File: src/rtl/apsp_div.sv
// ----------------------------------------------------------------------------
// apsp_div
// Pipelined unsigned restoring divider, one quotient bit per stage, with a
// side payload that travels alongside.
// ----------------------------------------------------------------------------
module apsp_div #(
  parameter int NW     = 8,
  parameter int DW     = 8,
  parameter int SIDE_W = 1
) (
  input  logic              clk,
  input  logic              rst_n,
  input  logic              en,
  input  logic              in_valid,
  input  logic [NW-1:0]     in_num,
  input  logic [DW-1:0]     in_den,
  input  logic [SIDE_W-1:0] in_side,
  output logic              out_valid,
  output logic [NW-1:0]     out_quo,
  output logic [SIDE_W-1:0] out_side
);

  logic [NW-1:0]     nq_r   [0:NW];
  logic [DW-1:0]     rem_r  [0:NW];
  logic [DW-1:0]     den_r  [0:NW];
  logic [SIDE_W-1:0] side_r [0:NW];
  logic [NW-1:0]     nq_nxt  [0:NW-1];
  logic [DW-1:0]     rem_nxt [0:NW-1];
  logic [NW:0]       v_r;

  // Shift in one numerator bit, subtract when it fits
  for (genvar i = 0; i < NW; i++) begin : g_bit
    logic [DW:0] trial;
    logic        ge;
    always_comb begin
      trial      = {rem_r[i], nq_r[i][NW-1]};
      ge         = trial >= {1'b0, den_r[i]};
      rem_nxt[i] = ge ? DW'(trial - {1'b0, den_r[i]}) : trial[DW-1:0];
      nq_nxt[i]  = {nq_r[i][NW-2:0], ge};
    end
  end

  always_ff @(posedge clk) begin
    if (!rst_n) begin
      v_r <= '0;
    end else if (en) begin
      v_r <= {v_r[NW-1:0], in_valid};
    end
  end

  always_ff @(posedge clk) begin
    if (en) begin
      nq_r[0]   <= in_num;
      rem_r[0]  <= '0;
      den_r[0]  <= in_den;
      side_r[0] <= in_side;
      for (int i = 0; i < NW; i++) begin
        nq_r[i+1]   <= nq_nxt[i];
        rem_r[i+1]  <= rem_nxt[i];
        den_r[i+1]  <= den_r[i];
        side_r[i+1] <= side_r[i];
      end
    end
  end

  assign out_valid = v_r[NW];
  assign out_quo   = nq_r[NW];
  assign out_side  = side_r[NW];

endmodule

File: config.mk
export PLATFORM = sky130hd
export DESIGN_NAME = apsp_div
export DESIGN_NICKNAME = d
export VERILOG_FILES = /design/src/rtl/apsp_div.sv
export SDC_FILE = /design/constraint.sdc
export NUM_CORES = 1
export LEC_CHECK = 0
export BUFFER_PORTS_ARGS = -buffer_cell sky130_fd_sc_hd__buf_2
export CORE_UTILIZATION = 40
export DETAILED_ROUTE_END_ITERATION = 10
export RECOVER_POWER = 25
export SETUP_SLACK_MARGIN = 0.2
export SKIP_CTS_REPAIR_TIMING = 1
export SLEW_MARGIN = 20
export SYNTH_ARGS = -nofsm -noshare
export SYNTH_HDL_FRONTEND = slang
export SYNTH_SLANG_ARGS = --single-unit
File: constraint.sdc
create_clock -name clk -period 2.2 [get_ports clk]
set_input_delay 0.44 -clock clk [delete_from_list [all_inputs] [get_ports clk]]
set_output_delay 0.44 -clock clk [all_outputs]
set_load 0.05 [all_outputs]
==> results.sh <==
export IMPL_leakage_nw=4.680
export IMPL_pin_count=31
export IMPL_synthSimpleGateAreaFrac=0.06340
export IMPL_worstSetupPathType="reg2reg"
export IMPL_clock_sinks=210
export IMPL_postLayoutCoreUtil=0.5238
export IMPL_die_h_um=155.9
export IMPL_syn_cell_area_um2=9473
export IMPL_synth_top_family_by_area="compound AO/OA/AOI/OAI gates"
export IMPL_dp_hpwl_mm=10.88
export IMPL_synth_top_area_cell="edfxtp_1"
export IMPL_areaGrowthSynthToFinish_pct=26.71
export IMPL_antenna_left=0
export IMPL_r2r_slack_ps=70
export IMPL_antennaDiodeCount=0
export IMPL_finalMaxSlewViolations=0
export IMPL_cap_violations=0
export IMPL_grt_max_degree=54
export IMPL_routed_wl_mm=17.03
export IMPL_cts_tree="done"
export IMPL_synth_compound_area_share=0.09642
export IMPL_drive_above_1_share=0.3149
export IMPL_clock_latency_ps=510
export IMPL_rsz0062_at_grt="yes"
export IMPL_synth_nets=750
export IMPL_wl_per_cell_um=15.34
export IMPL_worst_pin_slew_ps=490.6
export IMPL_yosysSeqAreaShare=0.6562
export IMPL_wl_met2_mm=9.222
export IMPL_path_clk_slew_ps=60
export IMPL_overflow=0
export IMPL_cp_start_kind="flip-flop"
export IMPL_synthDominantCellAreaShare=0.6372
export IMPL_grt_pass1_vias=5643
export IMPL_drt_initial_drc_count=208
export IMPL_status="finished clean"
export IMPL_avgSynthCellArea_um2=14.24
export IMPL_hold_path_class="in2reg"
export IMPL_rows=55
export IMPL_highest_layer="met4"
export IMPL_min_period_ps=2131
export IMPL_finalCritPeriodShare=0.9685
export IMPL_synthXorXnorAreaFrac=0.02034
export IMPL_dr_total_vias=5608
export IMPL_drc=0
export IMPL_holdWs_ps=101.4
export IMPL_via_per_inst=5.052
export IMPL_die_x_um=155.9
export IMPL_met1_length_mm=6.376
export IMPL_async_reset_ff_frac=0
export IMPL_cp_data_required_time_ps=2460
export IMPL_cts_buffer_depth=3
export IMPL_vdd_drop_max_uv=621.1
export IMPL_powerDensity_nw_per_um2=1035
export IMPL_synthFlopType="edfxtp_1"
export IMPL_synth_cells=665
export IMPL_n_fill_cell=1849
export IMPL_synthMuxAreaShare=0.04015
export IMPL_numCtsBuffers=24
export IMPL_grt_pass1_wl_mm=25.82
export IMPL_synth_edf_count=201
export IMPL_hold_viol=0
export IMPL_wl_met3_um=644
export IMPL_drt_pass1_iterations=5
export IMPL_grt_antenna_before_repair=0
export IMPL_synth_area_leaders="edfxtp_1 (64%), ha_1 (7.7%), inv_1 (3.1%)"
export IMPL_synth_warnings=0
export IMPL_fmax_mhz=469.3
export IMPL_gp_congestion=0.8847
export IMPL_ys_types=53
export IMPL_track_usage=0.1321
export IMPL_finClkSkew_ps=9.007
export IMPL_setup_violations=0
export IMPL_core_um2=22920
export IMPL_critPathMaxFanout=4
export IMPL_p_total_w=0.01242
export IMPL_final_nets=864
export IMPL_cts_root_buffer_cell="clkbuf_16"
export IMPL_htreeDepth=1
export IMPL_initial_utilization=0.4134
export IMPL_maxSlewHeadroom=0.6729
export IMPL_end_kind="flip-flop"
export IMPL_synthAdderAreaFrac=0.08929
export IMPL_dieArea_um2=24300
export IMPL_ys_seq_elements=210
export IMPL_numPortBuffers=30
export IMPL_arrival_ps=2390
[critical path: stages (launching register included)]
cell      delay (ps)
edfxtp_1         420
inv_2             90
ha_4             210
a21o_1           170
a21oi_2          170
o21ai_2          100
a41oi_4          250
buf_6            160
mux2_4           310
[where the power goes]
group / internal (W) / leakage (nW) / switching [W]
combinational: 0.00164 / 2.25 / 0.00155
clock: 0.00241 / 0.385 / 0.00155
sequential: 0.00501 / 2.04 / 0.000254
[placed cells by master, fill, tap and decap left out, drive strengths merged, types with 3 or more instances in the layout]
cell    instances
edfxtp        201
mux2           17
clkinv         12
a21o           17
a21boi          3
nand3           7
o21ai          35
a31oi           7
xnor2          12
a31o            3
nand2b          9
and3            4
nor2b          18
fa              6
xor2           10
inv            80
clkbuf         29
mux2i          17
dfxtp           9
bufinv          3
o31ai           5
nor3            5
o211ai          3
o21a           10
and2            3
nor2           28
buf            92
o31a            3
a211oi          5
nand2          29
ha             58
and4            3
o221a           3
a21oi          28
[synthesized netlist by cell type (3+ instances only)]
cell / n
nor2b_1: 18
nand3_1: 7
and3_1: 4
clkbuf_1: 3
a31o_2: 3
a21oi_1: 28
a211oi_1: 5
a31oi_1: 7
o21ai_0: 33
nor2_1: 28
mux2_2: 12
xor2_1: 10
o21a_1: 10
o31ai_1: 4
mux2_4: 5
ha_1: 58
o221a_2: 3
mux2i_1: 17
and4_1: 3
inv_1: 79
edfxtp_1: 201
fa_1: 6
o211ai_1: 3
and2_1: 3
nand2b_1: 9
nand2_1: 29
nor3_1: 5
a21o_1: 17
xnor2_1: 12
o31a_1: 3
dfxtp_1: 9
[path summary, 6_finish.rpt]
path | from | end | cells past startpoint
setup / recovery | den_r[0][27] | rem_r[0][36] | 8
setup reg to reg | den_r[0][27] | rem_r[0][36] | 8
hold / removal | in_side | side_r[0][0] | 1
hold reg to reg | nq_r[0][5] | nq_r[0][14] | 0
[sequential cells by signal (all words and copies together) (netlist names)]
register,count
nq_r,72
den_r,64
rem_r,56
side_r,9
v_r,9
[layout make-up]
type                            instances  area, um2  area share
Tap cell                              313      391.6     0.03263
Clock inverter                         16      152.6     0.01272
Clock buffer                           28      636.9     0.05306
Timing Repair Buffer                   93      737.0     0.06140
Multi-Input combinational cell        370       3568      0.2973
Sequential cell                       210       6216      0.5179
Inverter                               80      300.3     0.02502
[routing by layer]
| metal | GRT usage | vias up |
|---|---|---|
| met1 | 0.1344 | 2739 |
| li1 | - | 2689 |
| met5 | 0 | - |
| met2 | 0.2553 | 116 |
| met3 | 0.02833 | 64 |
| met4 | 0.06022 | 0 |
[cell families after synthesis]
family	count (synthesis)
flip-flops	210
AO/OA/AOI/OAI	132
AND/OR/NAND/NOR	118
buffers and inverters	85
adder cells (fa/ha/maj)	64
multiplexers	34
XOR/XNOR	22
[metrics by stage]
stage               setup TNS [ps]  cell area, um2  setup WS, ps  cells
floorplan                        0            9580         166.9    665
global placement                 0           10300         49.24   1021
detailed placement          -9.498           10300        -6.742   1021
CTS                         -19.75           11090        -10.33   1065
global route                     0           12000         14.97   1110
finish                           0           12000         69.27   1110
(Power assumes the default switching activity.)
