===== src/rtl/apsp_pkg.sv =====
// ----------------------------------------------------------------------------
// apsp_pkg
// Shared constants and the arctangent table of the arc pose step pipeline.
// ----------------------------------------------------------------------------
package apsp_pkg;

  // Phases are 32-bit binary angles (a full turn is 2^32)
  localparam int PH_W = 32;
  // CORDIC datapath width, signed Q30 with headroom
  localparam int CS_W = 34;
  localparam int CORDIC_STEPS = 30;
  localparam logic signed [CS_W-1:0] CORDIC_GAIN = 34'sd652032874;

  // Multiplier slice width
  localparam int MUL_CHUNK = 32;

  // round(2^44 / (4 pi)) for the half arc angle
  localparam int HAG_W = 41;
  localparam logic [HAG_W-1:0] HALF_ARC_GAIN = 41'd1399941684381;

  // ceil(2^24 / 3), exact reciprocal for values below 2^23
  localparam int RCP_W = 23;
  localparam logic [RCP_W-1:0] RECIP3 = 23'd5592406;

  // One in Q30
  localparam logic [30:0] Q30_ONE = 31'h4000_0000;

  // Arctangent of 2^-i in 32-bit phase units
  function automatic logic [PH_W-1:0] atan_turn(input logic [4:0] idx);
    logic [PH_W-1:0] a;
    case (idx)
      5'd0:  a = 32'd536870912;
      5'd1:  a = 32'd316933406;
      5'd2:  a = 32'd167458907;
      5'd3:  a = 32'd85004756;
      5'd4:  a = 32'd42667331;
      5'd5:  a = 32'd21354465;
      5'd6:  a = 32'd10679838;
      5'd7:  a = 32'd5340245;
      5'd8:  a = 32'd2670163;
      5'd9:  a = 32'd1335087;
      5'd10: a = 32'd667544;
      5'd11: a = 32'd333772;
      5'd12: a = 32'd166886;
      5'd13: a = 32'd83443;
      5'd14: a = 32'd41722;
      5'd15: a = 32'd20861;
      5'd16: a = 32'd10430;
      5'd17: a = 32'd5215;
      5'd18: a = 32'd2608;
      5'd19: a = 32'd1304;
      5'd20: a = 32'd652;
      5'd21: a = 32'd326;
      5'd22: a = 32'd163;
      5'd23: a = 32'd81;
      5'd24: a = 32'd41;
      5'd25: a = 32'd20;
      5'd26: a = 32'd10;
      5'd27: a = 32'd5;
      5'd28: a = 32'd3;
      5'd29: a = 32'd1;
      default: a = '0;
    endcase
    return a;
  endfunction

endpackage


===== src/rtl/apsp_mul.sv =====
// ----------------------------------------------------------------------------
// apsp_mul
// Pipelined unsigned multiplier: one 32x32 partial product is added per
// stage, with a side payload that travels alongside.
// ----------------------------------------------------------------------------
module apsp_mul #(
  parameter int AW     = 32,
  parameter int BW     = 32,
  parameter int SIDE_W = 1
) (
  input  logic              clk,
  input  logic              rst_n,
  input  logic              en,
  input  logic              in_valid,
  input  logic [AW-1:0]     in_a,
  input  logic [BW-1:0]     in_b,
  input  logic [SIDE_W-1:0] in_side,
  output logic              out_valid,
  output logic [AW+BW-1:0]  out_prod,
  output logic [SIDE_W-1:0] out_side
);
  import apsp_pkg::*;

  localparam int NA   = (AW + MUL_CHUNK - 1) / MUL_CHUNK;
  localparam int NB   = (BW + MUL_CHUNK - 1) / MUL_CHUNK;
  localparam int NP   = NA * NB;
  localparam int ACCW = (NA + NB) * MUL_CHUNK;

  logic [NA*MUL_CHUNK-1:0] a_r    [0:NP];
  logic [NB*MUL_CHUNK-1:0] b_r    [0:NP];
  logic [ACCW-1:0]         acc_r  [0:NP];
  logic [SIDE_W-1:0]       side_r [0:NP];
  logic [ACCW-1:0]         acc_nxt [0:NP-1];
  logic [NP:0]             v_r;

  // Add one shifted partial product per stage
  for (genvar j = 0; j < NP; j++) begin : g_pp
    localparam int IA = j % NA;
    localparam int IB = j / NA;
    logic [2*MUL_CHUNK-1:0] pp;
    always_comb begin
      pp = a_r[j][MUL_CHUNK*IA +: MUL_CHUNK] * b_r[j][MUL_CHUNK*IB +: MUL_CHUNK];
      acc_nxt[j] = acc_r[j] + (ACCW'(pp) << (MUL_CHUNK * (IA + IB)));
    end
  end

  always_ff @(posedge clk) begin
    if (!rst_n) begin
      v_r <= '0;
    end else if (en) begin
      v_r <= {v_r[NP-1:0], in_valid};
    end
  end

  always_ff @(posedge clk) begin
    if (en) begin
      a_r[0]    <= (NA*MUL_CHUNK)'(in_a);
      b_r[0]    <= (NB*MUL_CHUNK)'(in_b);
      acc_r[0]  <= '0;
      side_r[0] <= in_side;
      for (int j = 0; j < NP; j++) begin
        a_r[j+1]    <= a_r[j];
        b_r[j+1]    <= b_r[j];
        acc_r[j+1]  <= acc_nxt[j];
        side_r[j+1] <= side_r[j];
      end
    end
  end

  assign out_valid = v_r[NP];
  assign out_prod  = acc_r[NP][AW+BW-1:0];
  assign out_side  = side_r[NP];

endmodule


===== config.mk =====
export PLATFORM = sky130hd
export DESIGN_NAME = apsp_mul
export DESIGN_NICKNAME = d
export VERILOG_FILES = /design/src/rtl/apsp_pkg.sv /design/src/rtl/apsp_mul.sv
export SDC_FILE = /design/constraint.sdc
export NUM_CORES = 2
export LEC_CHECK = 0
export ABC_AREA = 1
export BUFFER_PORTS_ARGS = -buffer_cell sky130_fd_sc_hd__buf_2
export CAP_MARGIN = 40
export CORE_UTILIZATION = 53
export CTS_BUF_LIST = sky130_fd_sc_hd__clkbuf_4
export CTS_CLUSTER_DIAMETER = 40
export CTS_CLUSTER_SIZE = 24
export DETAILED_ROUTE_END_ITERATION = 7
export GPL_ROUTABILITY_DRIVEN = 0
export GPL_TIMING_DRIVEN = 0
export PLACE_DENSITY_LB_ADDON = 0.2
export SKIP_LAST_GASP = 1
export SLEW_MARGIN = 10
export SYNTH_ARGS = -nofsm -noshare
export SYNTH_HDL_FRONTEND = slang
export SYNTH_SLANG_ARGS = --single-unit
export TNS_END_PERCENT = 1

===== constraint.sdc =====
create_clock -name clk -period 7.11 [get_ports clk]
set_input_delay 1.0665 -clock clk [delete_from_list [all_inputs] [get_ports clk]]
set_output_delay 1.0665 -clock clk [all_outputs]
set_load 0.03 [all_outputs]

==> flow_metrics.tcl <==
set metrics [dict create \
    gr-usage-met3_pct 10.1 \
    gr-total-overflow 0 \
    rsz0062_at_grt "true" \
    ff2ff_setup_slack_ns 0.09 \
    synth-seq-cells 132 \
    synth_top_cell_by_area "fa_1" \
    ys.flop_type "edfxtp_1" \
    grt_antenna_before_repair 5 \
    timing.hold.ws_ns 0.392 \
    drive_gt1_share_pct 12.2 \
    tightest_slew_ns 0.787 \
    synthXorXnorAreaFrac_pct 0.786 \
    die_y_um 277 \
    routed_wl_um 138000 \
    insertion_delay_ns 0.83 \
    crit_type "flop to flop" \
    path_clk_slew_ns 0.21 \
    cp_data_arrival_time_ns 7.57 \
    synth_compound_area_share_pct 0.820 \
    critical_path.startpoint "b_r[0][26]" \
    syn-num-nets 6324 \
    synth_edf_count 130 \
    grt_pass1_vias 33800 \
    first_pass_iters 6 \
    cts_buffer_depth 2 \
    hp-class "input pin to flop" \
    globalRouteMet1Util_pct 48.1 \
    syn_to_final_growth_pct 11.9 \
    slew_headroom_pct 47.6 \
    ys_seq_area_share_pct 9.83 \
    dr_total_vias 33500 \
    worst_slack_ns 0.0919 \
    nNetsFinal 6614 \
    ys_types 24 \
    wl_per_cell_um 21.7 \
    outcome "complete, no violations" \
    layout_commonest_cell "inv_1" \
    syn_inst 5096 \
    place_hpwl_um 120000 \
    cts_max_level 4 \
    layout_common_cells "inv_1, nand2_1, fa_1" \
    drt-initial-drc-count 3423 \
    cts.sinks 132 \
    worstSetupStartpointType "flop" \
    floorplan.initialDensity_pct 53.7 \
    post-route-period-util_pct 98.7 \
    seqCellArea_um2 3940 \
    max_clock_freq_mhz 142 \
    drc_errors 0 \
    maxCapViolCount 0 \
    antenna_left 0 \
    track_usage_pct 37.2 \
    worstPathMaxFanout 9 \
    finalHoldViolCount 0 \
    synth_top_area_share_pct 44.7 \
    grt_pass1_wl_um 206000 \
    r2r_start "b_r[0][26]" \
    required_ns 7.66 \
    skew_ns 0.0598 \
    synth_top_family_by_area "adder cells" \
    synth-simple-area-share_pct 17.6 \
    synthArstFlopShare_pct 0 \
    synth_mux_area_share_pct 0 \
    fp.dieW_um 277 \
    grt_util_met2_pct 56.5 \
    avgSynthCellArea_um2 7.87 \
    nFillCells 6748 \
    numPortBuffers 134 \
    synthTopCellsByArea "fa_1, inv_1, nand2_1" \
    grt_max_degree 92 \
    synth_fa_ha_area_share_pct 52.9 \
    hp-start "in_b[24]" \
    yosysWarnings 0 \
    multi_input_area_um2 29600 \
    drv_slew 0 \
    place_ws_ns -0.556 \
    core_um2 74700 \
    cts_made_buffers 17 \
    setup-violations-final 0 \
    cts_tree "built" \
    die-area_um2 76800 \
    busiest_layer "met2" \
    ios 135 \
    hold_buffers 0 \
    netlist_area_um2 40100 \
    num_rows 100 \
    endpoint_kind "flop" \
    period_needed_ns 7.02 \
    viasPerCell 5.26 \
    root_buffer "clkbuf_4" \
]
[area by class of cell]
class	count	share of cell area [%]
Tap cell	969	2.70
Timing Repair Buffer	277	4.77
Clock inverter	15	0.357
Sequential cell	132	8.79
Buffer	186	2.66
Clock buffer	17	0.284
Inverter	1735	14.5
Multi-Input combinational cell	3037	65.9
Antenna cell	6	0.0334
[timing repair]
item	in CTS	in global routing
pin swaps	0	54
gates resized for setup	166	430
setup endpoints to repair	45	45
buffers inserted	27	52
[sequential cells by signal (all words and copies together), names as in the netlist]
register and cells:
side_r 2, b_r 32, acc_r 64, v_r 2, a_r 32
[final timing paths]
kind / endpoint / depth (start not counted)
max: acc_r[0][115] / 24
min: b_r[0][24] / 1
max reg2reg: acc_r[0][115] / 24
min reg2reg: side_r[0][1] / 0
[kinds of logic (layout without fill, tap and decap cells)]
kind of cell             count (synthesis)  in the layout
buffers and inverters                 1927           2230
AND/OR/NAND/NOR                       1783           1783
adder cells (fa/ha/maj)               1159           1159
flip-flops                             132            132
AO/OA/AOI/OAI                           59             59
XOR/XNOR                                36             36
other                                    0              6
[through the flow]
step	area, um^2	TNS [ns]	util [%]	std cells
after floorplan	40100	0	-	5096
after global placement	42000	-20.73	56.2	6199
after detailed placement	42800	-18.24	57.3	6263
after CTS	43600	-0.421	58.4	6321
after global routing	44900	-0.374	60.1	6371
final	44900	0	60.1	6374
[cells in the mapped netlist (19+ instances only)]
master / instances
nand2_1: 1560
inv_1: 1720
ha_1: 263
a21oi_1: 43
nand2_2: 19
nor2_2: 23
xor2_1: 32
edfxtp_1: 130
nand3_1: 53
clkbuf_1: 192
fa_1: 896
nor2_1: 77
[worst max-delay path: stages, from the launching register on]
cell,delay (ns)
edfxtp_1,0.66
buf_6,0.20
buf_6,0.18
nand2_1,0.10
fa_1,0.54
inv_1,0.06
fa_1,0.50
fa_1,0.51
fa_2,0.47
fa_1,0.61
fa_1,0.47
fa_1,0.50
inv_1,0.10
fa_1,0.52
inv_1,0.07
ha_4,0.31
nand2_2,0.08
nor2_2,0.14
inv_2,0.08
nor2_4,0.13
inv_1,0.07
o21bai_1,0.17
nand2_1,0.10
nand4_1,0.08
nand2_1,0.10
[layer usage]
| metal | share of wire [%] | wire, um |
|---|---|---|
| met1 | 36 | 50100 |
| met4 | 7.0 | 9750 |
| met3 | 13 | 17600 |
| met5 | 0.033 | 46 |
| met2 | 44 | 60700 |
Power is not shown: default switching activity piles up to over one toggle a cycle in this logic, so the estimate is an artifact.
